### config.mk
export PLATFORM = sky130hd
export DESIGN_NAME = interrupt_line_router
export DESIGN_NICKNAME = d
export VERILOG_FILES = /design/src/design/irr_pkg.sv /design/src/design/irr_in_reg.sv /design/src/design/irr_engine.sv /design/src/design/irr_out_reg.sv /design/src/design/interrupt_line_router.sv
export SDC_FILE = /design/constraint.sdc
export NUM_CORES = 1
export LEC_CHECK = 0
export BUFFER_PORTS_ARGS = -buffer_cell sky130_fd_sc_hd__buf_2
export CAP_MARGIN = 10
export CORE_MARGIN = 1.5
export CORE_UTILIZATION = 64
export CTS_CLUSTER_SIZE = 25
export DETAILED_ROUTE_END_ITERATION = 8
export PLACE_DENSITY = 0.84
export REMOVE_ABC_BUFFERS = 1
export SETUP_SLACK_MARGIN = 0.1
export SLEW_MARGIN = 10
export SYNTH_ARGS = -nofsm -noshare
export SYNTH_HDL_FRONTEND = slang
export SYNTH_SLANG_ARGS = --single-unit
### constraint.sdc
create_clock -name clk -period 6.1 [get_ports clk]
set_input_delay 0.61 -clock clk [delete_from_list [all_inputs] [get_ports clk]]
set_output_delay 0.61 -clock clk [all_outputs]
set_load 0.005 [all_outputs]
### src/design/irr_pkg.sv
// Package for the interrupt line router: sizes, transaction types, route lookup.
// Used by every module of the block; no dependencies.
`timescale 1ns / 1ps
`default_nettype none

package irr_pkg;

    localparam int NUM_LINES = 8;
    localparam int CPU_COUNT = 4;
    localparam int CPU_SLOT  = 4;
    localparam int LINE_W    = 8;
    localparam int CPU_W     = 4;
    localparam int ROUTE_W   = 32;
    localparam int IN_DATA_W  = 16;
    localparam int OUT_DATA_W = 24;

    localparam logic ACT_SAMPLE = 1'b0;
    localparam logic ACT_WRITE  = 1'b1;

    localparam logic [ROUTE_W-1:0] ROUTE_RESET = 32'h1111_1111;

    typedef logic [LINE_W-1:0] line_vec_t;
    typedef logic [CPU_W-1:0]  cpu_vec_t;

    typedef struct packed {
        line_vec_t enable_value;
        line_vec_t line_levels;
        logic      action;
    } irr_item_t;

    typedef struct packed {
        line_vec_t enable_now;
        line_vec_t masked_status;
        cpu_vec_t  drop_mask;
        cpu_vec_t  raise_mask;
    } irr_result_t;

    // Lines at or above NUM_LINES never see an edge.
    function automatic line_vec_t active_lines();
        line_vec_t m;
        m = '0;
        for (int i = 0; i < LINE_W; i++)
        begin
            if (i < NUM_LINES)
            begin
                m[i] = 1'b1;
            end
        end
        return m;
    endfunction

    function automatic logic routed(logic [ROUTE_W-1:0] map, int line, int cpu);
        int pos;
        pos = line * CPU_SLOT + cpu;
        if (cpu >= CPU_SLOT || pos >= ROUTE_W)
        begin
            return 1'b0;
        end
        return map[pos[4:0]];
    endfunction

endpackage

`default_nettype wire

### src/design/irr_in_reg.sv
// Input register of the interrupt line router: holds one accepted transaction.
// Depends on irr_pkg.
`timescale 1ns / 1ps
`default_nettype none

module irr_in_reg (
    input  wire                clk,
    input  wire                rst_n,
    input  wire                load,
    input  wire                drain,
    input  irr_pkg::irr_item_t item_in,
    output logic               valid,
    output irr_pkg::irr_item_t item_out
);

    logic               valid_reg;
    logic               valid_next;
    irr_pkg::irr_item_t item_reg;

    always_comb
    begin
        valid_next = valid_reg;
        if (load)
        begin
            valid_next = 1'b1;
        end
        else if (drain)
        begin
            valid_next = 1'b0;
        end
    end

    always_ff @(posedge clk or negedge rst_n)
    begin
        if (!rst_n)
        begin
            valid_reg <= 1'b0;
        end
        else
        begin
            valid_reg <= valid_next;
        end
    end

    always_ff @(posedge clk)
    begin
        if (load)
        begin
            item_reg <= item_in;
        end
    end

    assign valid    = valid_reg;
    assign item_out = item_reg;

endmodule

`default_nettype wire

### src/design/irr_engine.sv
// Routing state and single-pass edge/enable update of the interrupt line router.
// Depends on irr_pkg.
`timescale 1ns / 1ps
`default_nettype none

module irr_engine (
    input  wire                          clk,
    input  wire                          rst_n,
    input  wire                          cfg_we,
    input  wire  [irr_pkg::ROUTE_W-1:0]  cfg_wdata,
    input  wire                          fire,
    input  irr_pkg::irr_item_t           item,
    output irr_pkg::irr_result_t         result
);

    logic [irr_pkg::ROUTE_W-1:0] route_reg;
    irr_pkg::line_vec_t prev_reg, prev_next;
    irr_pkg::line_vec_t graw_reg, graw_next;
    irr_pkg::line_vec_t en_reg, en_next;
    logic [irr_pkg::CPU_COUNT-1:0][irr_pkg::LINE_W-1:0] raw_reg, raw_next;
    logic [irr_pkg::CPU_COUNT-1:0][irr_pkg::LINE_W-1:0] pend_reg, pend_next;

    irr_pkg::line_vec_t rise;
    irr_pkg::line_vec_t fall;
    irr_pkg::line_vec_t rt;
    irr_pkg::line_vec_t er;
    irr_pkg::line_vec_t ef;
    irr_pkg::line_vec_t lo;
    irr_pkg::line_vec_t hi;
    irr_pkg::line_vec_t pend_before;
    irr_pkg::line_vec_t pend_after;
    irr_pkg::cpu_vec_t  up;
    irr_pkg::cpu_vec_t  down;

    always_comb
    begin
        prev_next = prev_reg;
        graw_next = graw_reg;
        en_next   = en_reg;
        raw_next  = raw_reg;
        pend_next = pend_reg;
        up        = '0;
        down      = '0;
        rise      = item.line_levels & ~prev_reg & irr_pkg::active_lines();
        fall      = ~item.line_levels & prev_reg & irr_pkg::active_lines();
        rt          = '0;
        er          = '0;
        ef          = '0;
        lo          = '0;
        hi          = '0;
        pend_before = '0;
        pend_after  = '0;

        if (item.action == irr_pkg::ACT_WRITE)
        begin
            en_next = item.enable_value;
            for (int c = 0; c < irr_pkg::CPU_COUNT; c++)
            begin
                pend_next[c] = raw_reg[c] & item.enable_value;
            end
        end
        else
        begin
            prev_next = item.line_levels;
            graw_next = (graw_reg & ~fall) | rise;
            for (int c = 0; c < irr_pkg::CPU_COUNT; c++)
            begin
                for (int i = 0; i < irr_pkg::LINE_W; i++)
                begin
                    rt[i] = irr_pkg::routed(route_reg, i, c);
                end
                er = rise & en_reg & rt;
                ef = fall & en_reg & rt;
                raw_next[c]  = (raw_reg[c] & ~(fall & rt)) | (rise & rt);
                pend_next[c] = (pend_reg[c] & ~ef) | er;
                // Lines are taken in index order: below line i the new
                // pending bits apply, from line i up the old ones.
                for (int i = 0; i < irr_pkg::LINE_W; i++)
                begin
                    lo = '0;
                    for (int j = 0; j < irr_pkg::LINE_W; j++)
                    begin
                        if (j < i)
                        begin
                            lo[j] = 1'b1;
                        end
                    end
                    hi = lo;
                    hi[i] = 1'b1;
                    pend_before = (pend_next[c] & lo) | (pend_reg[c] & ~lo);
                    pend_after  = (pend_next[c] & hi) | (pend_reg[c] & ~hi);
                    if (er[i] && pend_before == '0)
                    begin
                        up[c] = 1'b1;
                    end
                    if (ef[i] && pend_after == '0)
                    begin
                        down[c] = 1'b1;
                    end
                end
            end
        end

        result.raise_mask    = up;
        result.drop_mask     = down & ~up;
        result.masked_status = graw_next & en_next;
        result.enable_now    = en_next;
    end

    always_ff @(posedge clk or negedge rst_n)
    begin
        if (!rst_n)
        begin
            route_reg <= irr_pkg::ROUTE_RESET;
        end
        else if (cfg_we)
        begin
            route_reg <= cfg_wdata;
        end
    end

    always_ff @(posedge clk or negedge rst_n)
    begin
        if (!rst_n)
        begin
            prev_reg <= '0;
            graw_reg <= '0;
            en_reg   <= '0;
            raw_reg  <= '0;
            pend_reg <= '0;
        end
        else if (fire)
        begin
            prev_reg <= prev_next;
            graw_reg <= graw_next;
            en_reg   <= en_next;
            raw_reg  <= raw_next;
            pend_reg <= pend_next;
        end
    end

endmodule

`default_nettype wire

### src/design/irr_out_reg.sv
// Result register of the interrupt line router: holds a result until taken.
// Depends on irr_pkg.
`timescale 1ns / 1ps
`default_nettype none

module irr_out_reg (
    input  wire                  clk,
    input  wire                  rst_n,
    input  wire                  load,
    input  wire                  ready,
    input  irr_pkg::irr_result_t res_in,
    output logic                 valid,
    output logic                 free,
    output irr_pkg::irr_result_t res_out
);

    logic                 valid_reg;
    logic                 valid_next;
    irr_pkg::irr_result_t res_reg;

    assign free = !valid_reg || ready;

    always_comb
    begin
        valid_next = valid_reg;
        if (load)
        begin
            valid_next = 1'b1;
        end
        else if (ready)
        begin
            valid_next = 1'b0;
        end
    end

    always_ff @(posedge clk or negedge rst_n)
    begin
        if (!rst_n)
        begin
            valid_reg <= 1'b0;
        end
        else
        begin
            valid_reg <= valid_next;
        end
    end

    always_ff @(posedge clk)
    begin
        if (load)
        begin
            res_reg <= res_in;
        end
    end

    assign valid   = valid_reg;
    assign res_out = res_reg;

endmodule

`default_nettype wire

### src/design/interrupt_line_router.sv
// Interrupt line router top level: input register, routing engine, result register.
// Depends on irr_pkg, irr_in_reg, irr_engine, irr_out_reg.
// Path: input register holds a transaction, then result register holds its result.
// One transaction per cycle unless m_tready stalls; the engine's state update is a single pass.
// Reset: rst_n asynchronous active low; clears all state, route map to 0x11111111.
`timescale 1ns / 1ps
`default_nettype none

module interrupt_line_router (
    input  wire                            clk,
    input  wire                            rst_n,
    input  wire                            cfg_we,
    input  wire  [irr_pkg::ROUTE_W-1:0]    cfg_wdata,
    input  wire                            s_tvalid,
    output logic                           s_tready,
    input  wire  [irr_pkg::IN_DATA_W-1:0]  s_tdata,   // line_levels[7:0], enable_value[15:8]
    input  wire                            s_tuser,   // action
    output logic                           m_tvalid,
    input  wire                            m_tready,
    output logic [irr_pkg::OUT_DATA_W-1:0] m_tdata    // raise_mask[3:0], drop_mask[7:4],
                                                      // masked_status[15:8], enable_now[23:16]
);

    irr_pkg::irr_item_t   item_in;
    irr_pkg::irr_item_t   item_q;
    irr_pkg::irr_result_t result;
    irr_pkg::irr_result_t res_q;
    logic                 item_valid;
    logic                 out_free;
    logic                 fire;
    logic                 accept;

    assign item_in.action       = s_tuser;
    assign item_in.line_levels  = s_tdata[7:0];
    assign item_in.enable_value = s_tdata[15:8];

    assign fire     = item_valid && out_free;
    assign s_tready = !item_valid || out_free;
    assign accept   = s_tvalid && s_tready;

    irr_in_reg u_in (
        .clk      (clk),
        .rst_n    (rst_n),
        .load     (accept),
        .drain    (fire),
        .item_in  (item_in),
        .valid    (item_valid),
        .item_out (item_q)
    );

    irr_engine u_engine (
        .clk       (clk),
        .rst_n     (rst_n),
        .cfg_we    (cfg_we),
        .cfg_wdata (cfg_wdata),
        .fire      (fire),
        .item      (item_q),
        .result    (result)
    );

    irr_out_reg u_out (
        .clk     (clk),
        .rst_n   (rst_n),
        .load    (fire),
        .ready   (m_tready),
        .res_in  (result),
        .valid   (m_tvalid),
        .free    (out_free),
        .res_out (res_q)
    );

    assign m_tdata = res_q;

endmodule

`default_nettype wire

==> metrics.txt <==
io pins 80; worst relative slew slack 18.5%; Max-Cap Viols 0; CTS root buf clkbuf_16; Synth Flop Type dfrtp_1; Setup Skew ~7.1 ps; die width 118 um; Setup WS post-layout about 3100 ps; vias in the first global route around 7.2k; initial core utilization 66.5%; Via Count ~7.6k; status completed; synthesis-to-finish area growth 12.6%; # setup viols final 0; FF/Latch Area around 0.0043 sq mm; Total Neg Setup Slack 0 ps; cts hold-fix bufs 0; PostCTS Resize Cnt 0; post-route minimum period around 3000 ps; flops & latches, synth 163; footprint of the multi-input gates approximately 0.0039 sq mm; GRT Util Overall approximately a third; DP Cell Count roughly 1.1k; post-synthesis cell area 0.00850 sq mm; DR vias/cell 6.61; Overall Power approximately 3.2 mW; # nets final approximately 1k; grt total ovfl 0; final hold viol count 0; EDFF count, synth approximately 40; DP Worst Slack roughly 3200 ps; share of the synthesized area in the top cell type between 30% and 40%; detailed-route wire length ~22000 um; Die Footprint 0.0140 sq mm; Fill cells approximately 920; Die Y approximately 120 um; Inserted Clock Buffers 17; Seq/Total Area, Yosys 50.5%; crit-path cells buf_4, clkinv_1, nand3_1, nor2_1, a21oi_1, nor2_1; cell type with the largest total area after synthesis dfrtp_1; H-tree depth 4; initial DRC count approximately 930; fin util 74.9%; crit-path max FO 37; RSZ-0062 raised after global routing no; most frequent cells in the layout dfrtp_1, nand2_1, a21oi_1; most common cell after layout, fill and taps aside dfrtp_1; slowest cell delay on critical path 930 ps; YS warnings 0; Layout Cells excl Fill about 1.2k; Detail Placement HPWL roughly 14000 um; global-route wire length before repair about 37000 um; worst path required time 6410 ps; crit path kind flop to flop; slowest cell on the critical path nand3_1; Hold Path Class input pin to async pin; ys async rst share about three quarters; CP Launch Type flop; DRC 0; largest net degree at the start of global routing 77; DRT Pass-1 Iters 6; CTS sink cnt between 150 and 200; Critical Path Most Common Cell nor2_1; PD cells around 340 mW/mm^2; Slew Viols, Final 0; core area roughly 0.013 sq mm; Worst-Margin Slew around 1200 ps; fmax about 340 MHz; Diodes inserted 0; Syn Area/Cell 9.21 sq um; Worst VDD drop about 0.36 mV; CTS Buffer Depth 2; Lkg Pwr ~4 nW; fin crit share 48.7%; Buffers on Ports 79; Mapped Cells a little over 900; Worst EP arrival between 3000 and 4000 ps; Clock Pin Slew Worst Setup and Hold Paths about 60 ps; Synth area leaders dfrtp_1, edfxtp_1, a21oi_1; Setup Buffers After CTS 0; routed len/inst about 19 um; Worst-Skew Late Latency 430 ps; antenna-violating nets left 0; initial antenna violation count 0; # rows just over 40; Final Wtd Congestion ~0.95; CTS tree done; Critical Path End Type flop; post-synth cell types 67; layout cell share with drive strength beyond 1 between 15 and 20%
-- kinds of logic after synthesis --
logic type	count (synthesis)	share of synthesized area, %
simple gates	339	20.0
flops	163	50.5
mux	30	3.89
buf+inv	88	4.15
compound gates	303	21.5
-- cell type report --
type	count	area share, %
tap	172	2.25
inverter	32	1.26
sequential	163	44.9
multi-input combinational	672	40.4
clock inverter	11	2.18
clock buffer	21	4.60
timing repair buffer	83	4.47
-- final timing paths --
kind	start	endpoint	slack (ps)	depth (start not counted)
worst max-delay path	u_in.item_out[0]	u_engine.raw_reg[4]	3130	6
worst min-delay path	rst_n	u_engine.raw_reg[26]	250	1
worst max register to register	u_in.item_out[0]	u_engine.raw_reg[4]	3130	6
worst min register to register	u_engine.raw_reg[6]	u_engine.raw_reg[6]	520	2
max in group asynchronous	rst_n	u_engine.graw_reg[7]	4540	2
min in group clk	s_tdata[14]	u_in.item_out[15]	350	1
-- synthesized netlist by cell type (all sizes together) (3+ instances only) --
| cell type | count |
|---|---|
| a2111oi | 4 |
| a211oi | 3 |
| a21boi | 5 |
| a21oi | 103 |
| a221oi | 4 |
| a311oi | 4 |
| a31oi | 30 |
| a32oi | 7 |
| and2 | 5 |
| and3 | 8 |
| and3b | 15 |
| and4 | 3 |
| and4b | 6 |
| buf | 22 |
| clkbuf | 34 |
| dfrtp | 114 |
| dfstp | 8 |
| edfxtp | 41 |
| inv | 30 |
| mux2 | 24 |
| mux2i | 6 |
| nand2 | 114 |
| nand2b | 9 |
| nand3 | 43 |
| nand3b | 4 |
| nand4 | 3 |
| nand4b | 15 |
| nor2 | 77 |
| nor2b | 3 |
| nor3 | 14 |
| nor4 | 5 |
| o211ai | 7 |
| o21a | 4 |
| o21ai | 95 |
| o22a | 5 |
| o31ai | 9 |
| o32ai | 6 |
| or2 | 6 |
| or3 | 7 |
-- critical path, delay by kind of cell (launching register included) --
| family | cells | cell delay, ps |
|---|---|---|
| AND/OR/NAND/NOR | 3 | 1250 |
| buffers and inverters | 2 | 1000 |
| flip-flops | 1 | 320 |
| AO/OA/AOI/OAI | 1 | 250 |
-- per-stage QoR --
| stage | hold WS, ps | area [sq um] |
|---|---|---|
| floorplan | 314 | 8270 |
| global placement | 489 | 8920 |
| detailed placement | 502 | 8920 |
| CTS | 266 | 9570 |
| global route | 301 | 9570 |
| finish | 246 | 9570 |
-- where the power goes --
group | switching (mW) | total [mW] | leakage, nW | internal, mW
Clock | 0.425 | 1.19 | 0.310 | 0.765
Combinational | 0.351 | 0.588 | 1.79 | 0.237
Sequential | 0.213 | 1.47 | 1.89 | 1.26
Total | 0.988 | 3.25 | 3.98 | 2.26
-- routing by layer --
layer  vias up  GRT usage (%)  share of wire, %
met5         -              0                 0
met4         0           12.4               2.8
met3        59           7.14               8.5
met2       438           52.4                47
met1      3661           44.8                41
li1       3475              -                 -
No activity file was read; power rests on OpenSTA's default activity.
